`config.mk`:
```
export PLATFORM = sky130hd
export DESIGN_NAME = tank_level_median_filter
export DESIGN_NICKNAME = d
export VERILOG_FILES = /design/src/tlmf_pkg.sv /design/src/tlmf_front.sv /design/src/tlmf_queue.sv /design/src/tlmf_back.sv /design/src/tank_level_median_filter.sv
export SDC_FILE = /design/constraint.sdc
export NUM_CORES = 2
export LEC_CHECK = 0
export ABC_AREA = 1
export BUFFER_PORTS_ARGS = -buffer_cell sky130_fd_sc_hd__buf_2
export CORE_MARGIN = 3
export CORE_UTILIZATION = 25
export DETAILED_ROUTE_END_ITERATION = 8
export PLACE_DENSITY_LB_ADDON = 0.3
export SLEW_MARGIN = 20
export SYNTH_ARGS = -nofsm -noshare
export SYNTH_HDL_FRONTEND = slang
export SYNTH_HIERARCHICAL = 1
export SYNTH_SLANG_ARGS = --single-unit
```
`constraint.sdc`:
```
create_clock -name clk_i -period 10.7 [get_ports clk_i]
set_input_delay 0.535 -clock clk_i [delete_from_list [all_inputs] [get_ports clk_i]]
set_output_delay 0.535 -clock clk_i [all_outputs]
set_load 0.01 [all_outputs]
```
`src/tlmf_pkg.sv`:
```
// ----------------------------------------------------------------------------
// Tank level median filter package
// Shared types, register indexes and reset constants of the level filter.
// ----------------------------------------------------------------------------
`default_nettype none

package tlmf_pkg;

  localparam int unsigned DistW   = 16;
  localparam int unsigned TimeW   = 32;
  localparam int unsigned FracW   = 17;
  localparam int unsigned CfgIdxW = 3;
  localparam int unsigned CfgW    = 32;

  localparam int unsigned QueueDepthDefault = 2;

  localparam logic [DistW-1:0] FullDistanceRst   = 16'd0;
  localparam logic [DistW-1:0] EmptyDistanceRst  = 16'd0;
  localparam logic [DistW-1:0] TankCapacityRst   = 16'd0;
  localparam logic [DistW-1:0] MinDistanceRst    = 16'd0;
  localparam logic [DistW-1:0] MaxDistanceRst    = 16'hFFFF;
  localparam logic [TimeW-1:0] FreshnessLimitRst = 32'd60000;

  localparam logic [FracW-1:0] FractionOne = 17'h10000;

  typedef enum logic [CfgIdxW-1:0] {
    CfgFullDistance   = 3'd0,
    CfgEmptyDistance  = 3'd1,
    CfgTankCapacity   = 3'd2,
    CfgMinDistance    = 3'd3,
    CfgMaxDistance    = 3'd4,
    CfgFreshnessLimit = 3'd5
  } cfg_index_e;

  typedef enum logic [1:0] {
    StatusValid  = 2'd0,
    StatusStale  = 2'd1,
    StatusUnavail = 2'd2
  } level_status_e;

  typedef enum logic [1:0] {
    FracZero = 2'd0,
    FracOne  = 2'd1,
    FracDiv  = 2'd2
  } frac_mode_e;

  typedef struct packed {
    logic [DistW-1:0] distance;
    logic             sample_present;
    logic             sample_finite;
    logic [TimeW-1:0] time_ms;
  } tlmf_in_t;

  typedef struct packed {
    logic             accepted;
    level_status_e    level_status;
    logic [DistW-1:0] filtered_distance;
    logic             level_known;
    logic [FracW-1:0] fill_fraction;
    logic [DistW-1:0] volume;
  } tlmf_out_t;

  typedef struct packed {
    logic [DistW-1:0] full_distance;
    logic [DistW-1:0] empty_distance;
    logic [DistW-1:0] tank_capacity;
    logic [DistW-1:0] min_distance;
    logic [DistW-1:0] max_distance;
    logic [TimeW-1:0] freshness_limit;
  } tlmf_cfg_t;

  typedef struct packed {
    logic             accepted;
    level_status_e    level_status;
    logic [DistW-1:0] filtered;
    logic             known;
    frac_mode_e       mode;
    logic [DistW-1:0] numer;
    logic [DistW-1:0] denom;
  } tlmf_job_t;

endpackage

`default_nettype wire

```
`src/tlmf_front.sv`:
```
// ----------------------------------------------------------------------------
// Tank level filter front end
// Qualifies samples, keeps the three-entry window, forms the median (the single
// sample or pair mean before that) and freshness status, and queues a fraction job.
// ----------------------------------------------------------------------------
`default_nettype none

module tlmf_front
  import tlmf_pkg::*;
(
  input  wire logic      clk_i,
  input  wire logic      rst_ni,
  input  wire tlmf_cfg_t cfg_i,
  input  wire logic      take_i,
  input  wire tlmf_in_t  in_data_i,
  output tlmf_job_t      job_o
);

  logic [DistW-1:0] window_q [3];
  logic [DistW-1:0] window_n [3];
  logic [1:0]       write_slot_q, write_slot_d;
  logic [1:0]       held_q, held_d;
  logic [TimeW-1:0] last_q, last_d;
  logic [DistW-1:0] filt_q, filt_d;

  logic             in_ok;
  logic [1:0]       slot;
  logic [DistW-1:0] lo, hi, med;
  logic [DistW:0]   pair_sum;
  logic [TimeW-1:0] elapsed;
  logic             cal_ok;
  logic             known;

  always_comb begin
    in_ok = in_data_i.sample_present && in_data_i.sample_finite &&
            (in_data_i.distance >= cfg_i.min_distance) &&
            (in_data_i.distance <= cfg_i.max_distance);
    slot  = (write_slot_q < 2'd3) ? write_slot_q : 2'd0;

    for (int i = 0; i < 3; i++) begin
      window_n[i] = (in_ok && (slot == 2'(i))) ? in_data_i.distance : window_q[i];
    end

    write_slot_d = in_ok ? ((slot == 2'd2) ? 2'd0 : slot + 2'd1) : write_slot_q;
    held_d       = (in_ok && (held_q != 2'd3)) ? held_q + 2'd1 : held_q;
    last_d       = in_ok ? in_data_i.time_ms : last_q;

    lo       = (window_n[0] < window_n[1]) ? window_n[0] : window_n[1];
    hi       = (window_n[0] < window_n[1]) ? window_n[1] : window_n[0];
    med      = (window_n[2] <= lo) ? lo : ((window_n[2] >= hi) ? hi : window_n[2]);
    pair_sum = {1'b0, window_n[0]} + {1'b0, window_n[1]};

    if (!in_ok) begin
      filt_d = filt_q;
    end else if (held_d == 2'd1) begin
      filt_d = window_n[0];
    end else if (held_d == 2'd2) begin
      filt_d = pair_sum[DistW:1];
    end else begin
      filt_d = med;
    end

    cal_ok  = cfg_i.full_distance < cfg_i.empty_distance;
    known   = (held_d != 2'd0) && cal_ok;
    elapsed = in_data_i.time_ms - last_d;

    job_o.accepted = in_ok;
    job_o.filtered = filt_d;
    job_o.known    = known;
    job_o.numer    = cfg_i.empty_distance - filt_d;
    job_o.denom    = cfg_i.empty_distance - cfg_i.full_distance;

    if (!known) begin
      job_o.level_status = StatusUnavail;
    end else if (elapsed > cfg_i.freshness_limit) begin
      job_o.level_status = StatusStale;
    end else begin
      job_o.level_status = StatusValid;
    end

    if (!known || (filt_d >= cfg_i.empty_distance)) begin
      job_o.mode = FracZero;
    end else if (filt_d <= cfg_i.full_distance) begin
      job_o.mode = FracOne;
    end else begin
      job_o.mode = FracDiv;
    end
  end

  always_ff @(posedge clk_i or negedge rst_ni) begin
    if (!rst_ni) begin
      write_slot_q <= 2'd0;
      held_q       <= 2'd0;
      last_q       <= '0;
      filt_q       <= '0;
    end else if (take_i) begin
      write_slot_q <= write_slot_d;
      held_q       <= held_d;
      last_q       <= last_d;
      filt_q       <= filt_d;
    end
  end

  always_ff @(posedge clk_i) begin
    if (take_i) begin
      for (int i = 0; i < 3; i++) begin
        window_q[i] <= window_n[i];
      end
    end
  end

endmodule

`default_nettype wire

```
`src/tlmf_queue.sv`:
```
// ----------------------------------------------------------------------------
// Tank level filter job queue
// Small first-in first-out buffer between the front end and the back end.
// ----------------------------------------------------------------------------
`default_nettype none

module tlmf_queue
  import tlmf_pkg::*;
#(
  parameter int unsigned Depth = QueueDepthDefault
) (
  input  wire logic      clk_i,
  input  wire logic      rst_ni,
  input  wire logic      push_i,
  input  wire tlmf_job_t push_data_i,
  output logic           full_o,
  input  wire logic      pop_i,
  output logic           valid_o,
  output tlmf_job_t      pop_data_o
);

  localparam int unsigned PtrW = (Depth > 1) ? $clog2(Depth) : 1;
  localparam int unsigned CntW = $clog2(Depth + 1);

  tlmf_job_t       mem_q [Depth];
  logic [PtrW-1:0] wr_ptr_q, wr_ptr_d;
  logic [PtrW-1:0] rd_ptr_q, rd_ptr_d;
  logic [CntW-1:0] count_q, count_d;
  logic            do_push, do_pop;

  always_comb begin
    full_o     = (count_q == CntW'(Depth));
    valid_o    = (count_q != '0);
    pop_data_o = mem_q[rd_ptr_q];
    do_push    = push_i && !full_o;
    do_pop     = pop_i && valid_o;

    wr_ptr_d = wr_ptr_q;
    if (do_push) begin
      wr_ptr_d = (wr_ptr_q == PtrW'(Depth - 1)) ? '0 : wr_ptr_q + PtrW'(1);
    end
    rd_ptr_d = rd_ptr_q;
    if (do_pop) begin
      rd_ptr_d = (rd_ptr_q == PtrW'(Depth - 1)) ? '0 : rd_ptr_q + PtrW'(1);
    end
    count_d = count_q;
    if (do_push && !do_pop) begin
      count_d = count_q + CntW'(1);
    end else if (do_pop && !do_push) begin
      count_d = count_q - CntW'(1);
    end
  end

  always_ff @(posedge clk_i or negedge rst_ni) begin
    if (!rst_ni) begin
      wr_ptr_q <= '0;
      rd_ptr_q <= '0;
      count_q  <= '0;
    end else begin
      wr_ptr_q <= wr_ptr_d;
      rd_ptr_q <= rd_ptr_d;
      count_q  <= count_d;
    end
  end

  always_ff @(posedge clk_i) begin
    if (do_push) begin
      mem_q[wr_ptr_q] <= push_data_i;
    end
  end

endmodule

`default_nettype wire

```
`src/tlmf_back.sv`:
```
// ----------------------------------------------------------------------------
// Tank level filter back end
// Serial restoring divider for the fill fraction, volume multiply and the
// output register.
// ----------------------------------------------------------------------------
`default_nettype none

module tlmf_back
  import tlmf_pkg::*;
(
  input  wire logic             clk_i,
  input  wire logic             rst_ni,
  input  wire logic [DistW-1:0] tank_capacity_i,
  input  wire logic             job_valid_i,
  input  wire tlmf_job_t        job_i,
  output logic                  job_pop_o,
  output logic                  out_valid_o,
  input  wire logic             out_stall_i,
  output tlmf_out_t             out_data_o
);

  typedef enum logic [3:0] {
    SIdle = 4'b0001,
    SDiv  = 4'b0010,
    SMul  = 4'b0100,
    SOut  = 4'b1000
  } state_e;

  state_e           state_q, state_d;
  tlmf_job_t        job_q;
  logic [DistW-1:0] rem_q, rem_d;
  logic [DistW-1:0] quot_q, quot_d;
  logic [3:0]       cnt_q, cnt_d;
  logic [FracW-1:0] frac_q, frac_d;
  tlmf_out_t        out_q, out_d;
  logic             out_valid_q, out_valid_d;
  logic             load;

  logic [DistW:0]       rem_shift;
  logic                 rem_ge;
  logic [DistW:0]       rem_sub;
  logic [FracW+DistW-1:0] prod;

  always_comb begin
    state_d     = state_q;
    rem_d       = rem_q;
    quot_d      = quot_q;
    cnt_d       = cnt_q;
    frac_d      = frac_q;
    out_d       = out_q;
    out_valid_d = out_valid_q;
    load        = 1'b0;

    rem_shift = {rem_q, 1'b0};
    rem_ge    = rem_shift >= {1'b0, job_q.denom};
    rem_sub   = rem_shift - {1'b0, job_q.denom};
    prod      = frac_q * tank_capacity_i;

    case (state_q)
      SIdle: begin
        if (job_valid_i) begin
          load   = 1'b1;
          rem_d  = job_i.numer;
          quot_d = '0;
          cnt_d  = '0;
          if (job_i.mode == FracDiv) begin
            state_d = SDiv;
          end else begin
            frac_d  = (job_i.mode == FracOne) ? FractionOne : '0;
            state_d = SMul;
          end
        end
      end
      SDiv: begin
        rem_d  = rem_ge ? rem_sub[DistW-1:0] : rem_shift[DistW-1:0];
        quot_d = {quot_q[DistW-2:0], rem_ge};
        cnt_d  = cnt_q + 4'd1;
        if (cnt_q == 4'd15) begin
          frac_d  = {1'b0, quot_d};
          state_d = SMul;
        end
      end
      SMul: begin
        out_d.accepted          = job_q.accepted;
        out_d.level_status      = job_q.level_status;
        out_d.filtered_distance = job_q.filtered;
        out_d.level_known       = job_q.known;
        out_d.fill_fraction     = frac_q;
        out_d.volume            = prod[DistW+15:16];
        out_valid_d             = 1'b1;
        state_d                 = SOut;
      end
      SOut: begin
        if (!out_stall_i) begin
          out_valid_d = 1'b0;
          state_d     = SIdle;
        end
      end
      default: begin
        state_d     = SIdle;
        out_valid_d = 1'b0;
      end
    endcase
  end

  assign job_pop_o   = load;
  assign out_valid_o = out_valid_q;
  assign out_data_o  = out_q;

  always_ff @(posedge clk_i or negedge rst_ni) begin
    if (!rst_ni) begin
      state_q     <= SIdle;
      out_valid_q <= 1'b0;
      cnt_q       <= '0;
    end else begin
      state_q     <= state_d;
      out_valid_q <= out_valid_d;
      cnt_q       <= cnt_d;
    end
  end

  always_ff @(posedge clk_i) begin
    if (load) begin
      job_q <= job_i;
    end
    rem_q  <= rem_d;
    quot_q <= quot_d;
    frac_q <= frac_d;
    out_q  <= out_d;
  end

endmodule

`default_nettype wire

```
`src/tank_level_median_filter.sv`:
```
// ----------------------------------------------------------------------------
// Tank level median filter
// Median-of-three distance filter with freshness status, fill fraction and
// volume for a tank level sensor.
//
//   Channel   Direction  Handshake               Payload
//   in        input      in_valid_i/in_stall_o   tlmf_in_t
//   out       output     out_valid_o/out_stall_i tlmf_out_t
//   cfg       input      cfg_we_i                cfg_index_i, cfg_data_i
//
// Each item goes through the queue to the back end; a fraction that is not 0 or
// 1 first needs the 16-step serial divider. The back end takes one job at a
// time; the front end and the queue (two entries by default) accept items while
// it works. Reset is asynchronous and needs no clearing pass. A stalled output
// holds its result and stops the back end; the input stalls once the queue is full.
// ----------------------------------------------------------------------------
`default_nettype none

module tank_level_median_filter
  import tlmf_pkg::*;
#(
  parameter int unsigned QueueDepth = QueueDepthDefault
) (
  input  wire logic               clk_i,
  input  wire logic               rst_ni,
  input  wire logic               in_valid_i,
  output logic                    in_stall_o,
  input  wire tlmf_in_t           in_data_i,
  output logic                    out_valid_o,
  input  wire logic               out_stall_i,
  output tlmf_out_t               out_data_o,
  input  wire logic               cfg_we_i,
  input  wire logic [CfgIdxW-1:0] cfg_index_i,
  input  wire logic [CfgW-1:0]    cfg_data_i
);

  tlmf_cfg_t cfg_q;
  tlmf_job_t front_job;
  tlmf_job_t queue_job;
  logic      queue_full;
  logic      queue_valid;
  logic      queue_pop;
  logic      take;

  assign in_stall_o = queue_full;
  assign take       = in_valid_i && !queue_full;

  always_ff @(posedge clk_i or negedge rst_ni) begin
    if (!rst_ni) begin
      cfg_q.full_distance   <= FullDistanceRst;
      cfg_q.empty_distance  <= EmptyDistanceRst;
      cfg_q.tank_capacity   <= TankCapacityRst;
      cfg_q.min_distance    <= MinDistanceRst;
      cfg_q.max_distance    <= MaxDistanceRst;
      cfg_q.freshness_limit <= FreshnessLimitRst;
    end else if (cfg_we_i) begin
      case (cfg_index_e'(cfg_index_i))
        CfgFullDistance:   cfg_q.full_distance   <= cfg_data_i[DistW-1:0];
        CfgEmptyDistance:  cfg_q.empty_distance  <= cfg_data_i[DistW-1:0];
        CfgTankCapacity:   cfg_q.tank_capacity   <= cfg_data_i[DistW-1:0];
        CfgMinDistance:    cfg_q.min_distance    <= cfg_data_i[DistW-1:0];
        CfgMaxDistance:    cfg_q.max_distance    <= cfg_data_i[DistW-1:0];
        CfgFreshnessLimit: cfg_q.freshness_limit <= cfg_data_i[TimeW-1:0];
        default: begin
        end
      endcase
    end
  end

  tlmf_front u_front (
    .clk_i     (clk_i),
    .rst_ni    (rst_ni),
    .cfg_i     (cfg_q),
    .take_i    (take),
    .in_data_i (in_data_i),
    .job_o     (front_job)
  );

  tlmf_queue #(
    .Depth (QueueDepth)
  ) u_queue (
    .clk_i       (clk_i),
    .rst_ni      (rst_ni),
    .push_i      (take),
    .push_data_i (front_job),
    .full_o      (queue_full),
    .pop_i       (queue_pop),
    .valid_o     (queue_valid),
    .pop_data_o  (queue_job)
  );

  tlmf_back u_back (
    .clk_i           (clk_i),
    .rst_ni          (rst_ni),
    .tank_capacity_i (cfg_q.tank_capacity),
    .job_valid_i     (queue_valid),
    .job_i           (queue_job),
    .job_pop_o       (queue_pop),
    .out_valid_o     (out_valid_o),
    .out_stall_i     (out_stall_i),
    .out_data_o      (out_data_o)
  );

endmodule

`default_nettype wire

```
# Yosys cells after proc, flatten, opt, wreduce, memory -nomap -nowiden
# Memories as Yosys holds them, arrays and structs flattened.
# Cells that the tools add are included.
[word_totals]
regBits = 314
latch_bits = 0
mem_bits_rw = 156
romBits = 0
elab_cells = 162
n_memories = 2
[classes]
n_addsub = 12
n_mul = 1
div = 0
order_cmp = 11
n_eq_ne = 22
shift = 0
mux = 47
bitwise_logic = 1
n_reduce_logical = 36
[mem_list]
columns = ["name", "depth", "width", "rd", "rd_ports_with_merged_regs", "wr", "line", "source"]
rows = [
  ["u_queue.mem_q", 2, 54, 1, 0, 1, "tlmf_queue.sv:25", "tlmf_job_t mem_q [Depth];"],
  ["u_front.window_q", 3, 16, 3, 0, 3, "tlmf_front.sv:19", "logic [DistW-1:0] window_q [3];"],
]
[op_table]
columns = ["op", "count"]
rows = [
  ["16-bit 2-to-1 mux", 12],
  ["17-bit 2-to-1 mux", 4],
  ["16-bit >= comparator", 3],
  ["16-bit <= comparator", 3],
  ["16-bit subtractor", 3],
  ["17-bit one-hot mux with 2 select lines", 1],
  ["32-bit > comparator", 1],
  ["16-bit < comparator", 2],
  ["17-bit by 16-bit multiplier with 32-bit output", 1],
  ["32-bit 2-to-1 mux", 1],
  ["16-bit one-hot mux with 2 select lines", 1],
  ["32-bit subtractor", 1],
  ["15-bit one-hot mux with 2 select lines", 1],
  ["2-bit AND reduction", 9],
  ["16-bit by 16-bit adder with 17-bit output", 1],
  ["17-bit by 16-bit >= comparator with 1-bit output", 1],
  ["2-bit 2-to-1 mux", 8],
  ["4-bit 2-to-1 mux", 4],
  ["4-bit one-hot mux with 4 select lines", 1],
  ["15-bit 2-to-1 mux", 1],
  ["1-bit logical AND", 13],
  ["1-bit 2-to-1 mux", 10],
  ["2-bit equality test (second input constant)", 4],
  ["4-bit equality test (second input constant)", 2],
  ["other kinds (26)", 42],
]

# Depth between registers and ports, before layout
[logic_depth]
ltp_word = 16
mapped_depth = 72
mapped_depth_nobuf = 68

# By module
# Netlist, hierarchy kept.
[by_module_without_submodules]
columns = ["mod", "n_inst", "cells_per_inst", "area_each_um2", "seq_area_each_um2"]
rows = [
  ["tlmf_back", 1, 1853, 15716.3, 4340.4],
  ["tlmf_front", 1, 1828, 12528.3, 2742.6],
  ["tank_level_median_filter", 1, 495, 4410.5, 2831.5],
  ["tlmf_queue", 1, 313, 4185.3, 3343.2],
]

# Worst setup path after synthesis
# No wires, ideal clock.
[synth_path]
kind = "reg2reg"
start = "register cfg_q[47] (netlist bit)"
end = "memory u_queue/mem_q[0][30] (netlist bit), data pin"
arrival_time_ns = 7.677
path_slack_ns = 2.766
stages_incl_launch_ff = 60
path_cell_list = "dfstp_2 > inv_1 > ha_1 > nand2_2 > nor4_2 > nand3_1 > nand2_2 > nand3_2 > inv_1 > buf_2 > clkbuf_1 > nand2_1 > o21ai_0 > inv_1 > ha_1 > inv_1 > a21oi_1 > nor3b_1 > [... 24 more ...] > o211ai_1 > o211ai_1 > o21ai_0 > a21oi_1 > o21ai_0 > o21ai_0 > inv_1 > ha_1 > inv_1 > fa_1 > nand4_1 > nand2_2 > nand2_1 > nand2_1 > nand2_1 > nand3_1 > nand2_1 > nand2_1"
[synth_rtl]
columns = ["element", "line", "source"]
rows = [
  ["start: declaration", "tank_level_median_filter.sv:37", "tlmf_cfg_t cfg_q;"],
  ["end: declaration", "tlmf_queue.sv:25", ""],
]

==> impl_results.md <==
* Clock-pin slew on the worst setup and hold paths at 0.06 ns
* Wirelength, routed at 107900 um
* Setup TNS at 0 ns
* Max-Cap Viols at 0
* Most common cell after layout, fill and taps aside: nand2_1
* Layout Nets at 5196
* Worst Hold Class: primary input to register
* Syn Inst Count at 4489
* Initial Util at between 20 and 30%
* FF-to-FF End: u_queue/mem_q[1][32]
* Total CTS buffers at 57
* Synth warnings at 6
* Fmax at 0.1051 GHz
* Placer Congestion at 0.8870
* Cell mode on critical path: nor2_1
* Rows at 140
* Setup violators final at 0
* Post-route cell area at around 0.042 mm2
* Yosys reg bits at 470
* Critical Path Stages at 43
* DRC at 0
* Worst path required time at 11.10 ns
* Synth top area cells: edfxtp_1, nand2_1, fa_1
* Clock Latency Late Sink at 0.66 ns
* Placed instance area at 0.03954 mm2
* Initial drt markers at 1982
* Flop-to-flop setup slack at 1.19 ns
* DPL Wire Length at 81130 um
* Resize count post-CTS at 0
* Detailed Routing Iterations Pass 1 at 6
* Slowest-stage cell, CP: inv_1
* Core area at between 0.1 and 0.15 mm2
* Period utilization at 88.90%
* Vias in the first global route at 29125
* Clk root buf: clkbuf_16
* Startpoint types: register
* Syn_nets at 5106
* Area added between synthesis and finish at 13.00%
* Via count at roughly 29000
* Setup crit start: cfg_q[47]
* CTS tree: yes
* Cell Area, Synth at between 0.03 and 0.04 mm2
* Clock sinks at 470
* Commonest cells after routing, fill and taps aside: nand2_1, inv_1, ha_1
* Hold slack at 0.1031 ns
* Share of layout cells above drive strength 1 at 9.443%
* DR WL/cell at approximately 16 um
* Crit path arrival time at 9.91 ns
* Critical path class: register to register
* Vias per cell at between 4 and 5
* Sequential share of the synthesized area at 35.99%
* Crit Path Max Fanout at 47
* Largest net degree at the start of global routing at 88
* Die height at approximately 390 um
* Deepest clock path buffer count at 3
* Number of synthesized flops with an enable pin at a little under 300
* Post-route clock skew at 0.02720 ns
* Max-slew violations at 0
* I/O Buffers at 144
* Hold Vio Cnt, Final at 0
* Post-synth ARST share at 37.66%
* Crit-path max cell delay at ~0.68 ns
* Mean post-synth cell area at 8.207 um2
* Status: finished, final reports clean
* Overall Global Routing Usage at 14.36%
* Family with the most delay on the worst path: simple AND/OR/NAND/NOR gates
* RSZ-0062 raised after global routing: false
* Yosys top cell by area: edfxtp_1
* I/O pin count at 145
* Initial antenna violation count at 11
* Reg2reg start: cfg_q[47]
* Fin crit period at between 9 and 10 ns
* Critical Path End: u_queue/mem_q[1][32]
* Chip width at around 390 um
* Predominant post-synthesis flop cell: edfxtp_1
* Grt ovf at 0
* Cell variety after synth at 65
* Worst Max-Slew Pin Slew at about 1.1 ns
* DRT antenna net count at 0
* Worst reg-to-reg path cell count at 43
* Worst setup EP type: register
* Slew HR at 26.53%
* Post-synth top area share at 23.88%
* First-pass GRT wire length at 170600 um
* Bufs and invs on worst path at 7
* Max H-tree Level at 2
* Die area at 0.1520 mm2
==> worst min path at each step <==
stage                                 end  slack [ns]        startpoint  depth (start not counted)
detailed placement  u_back/out_data_o[40]        0.40  u_back/job_q[41]                          0
finish                          cfg_q[26]        0.10    cfg_data_i[26]                          3
global route                    cfg_q[16]        0.08    cfg_data_i[16]                          3
CTS                             cfg_q[24]        0.05    cfg_data_i[24]                          3
floorplan                        cfg_q[0]        0.24            rst_ni                          0
global placement    u_back/out_data_o[48]        0.40  u_back/job_q[49]                          0
==> cells by family (layout without fill, tap and decap cells) <==
logic type | count (synthesis) | after routing | share of synthesized area, %
compound gates | 475 | 475 | 7.193
simple gates | 1927 | 1927 | 21.91
mux | 1 | 1 | 0.02717
flops | 470 | 470 | 35.99
other cells | 0 | 4 | 0
xor+xnor | 80 | 80 | 1.902
fa+ha+maj | 527 | 527 | 22.20
buf+inv | 1009 | 1148 | 10.78
==> cell usage after synthesis (7+ instances only) <==
library cell and number:
a211oi_1 7, a21oi_1 153, dfrtp_1 153, inv_2 10, nor3_1 21, nand2_2 51
buf_2 32, o21bai_1 15, dfstp_2 24, nor2_1 147, o22ai_1 8, nand2_1 1409
xnor2_1 22, or2_2 9, fa_1 211, clkbuf_1 98, a21o_1 8, o211ai_1 23
nand3_1 196, inv_1 844, nand4_1 28, nand3_2 20, ha_1 316, o21ai_0 220
xor2_1 58, nand2_4 10, edfxtp_1 293
==> area by class of cell <==
type | instances | area, um2
clock buffers | 68 | 1498
flip-flops and latches | 470 | 13260
multi-input cells | 3010 | 19650
well taps | 1917 | 2399
inverters | 857 | 3219
fillers | 15747 | 104500
diodes | 4 | 10.01
clock inverters | 40 | 569.3
repair buffers | 183 | 1025
==> through the flow <==
step | worst slack (ns) | utilization, % | instances
floorplan | 2.766 | - | 4489
global placement | 1.168 | 27.07 | 6436
detailed placement | 1.120 | 27.07 | 6436
CTS | 1.200 | 28.49 | 6545
global route | 0.1910 | 28.49 | 6546
finish | 1.188 | 28.50 | 6549
==> worst register-to-register path: cells and delay by family (launching register included) <==
family / cells / cell delay [ns]
and+or+nand+nor: 23 / 3.51
AOI/OAI and AO/OA: 9 / 2.03
adders and majority gates: 4 / 1.64
buffers and inverters: 7 / 1.57
DFF: 1 / 0.53
==> registers in the layout (all words and copies together), names as in the netlist, 4 cells and up <==
signal,flops
u_back/quot_q,15
u_queue/mem_q,108
u_back/out_data_o,53
u_back/cnt_q,4
u_front/window_q,48
u_back/frac_q,17
cfg_q,112
u_front/filt_q,16
u_back/rem_q,16
u_back/job_q,36
u_front/last_q,32
u_back/state_q,4
==> layer usage <==
layer | GRT usage (%) | share of wire (%) | vias to the layer above
li1 | - | - | 14257
met3 | 2.163 | 4.9 | 124
met5 | 0 | 0 | -
met1 | 20.15 | 48 | 13772
met2 | 23.24 | 45 | 620
met4 | 3.368 | 2.1 | 0
==> repair_timing <==
item	4_1_cts	5_1_grt
buffers inserted	0	0
hold buffers	1	0
hold endpoints to repair	49	0
Power is not shown: default switching activity piles up to over one toggle a cycle in this logic, so the estimate is an artifact.
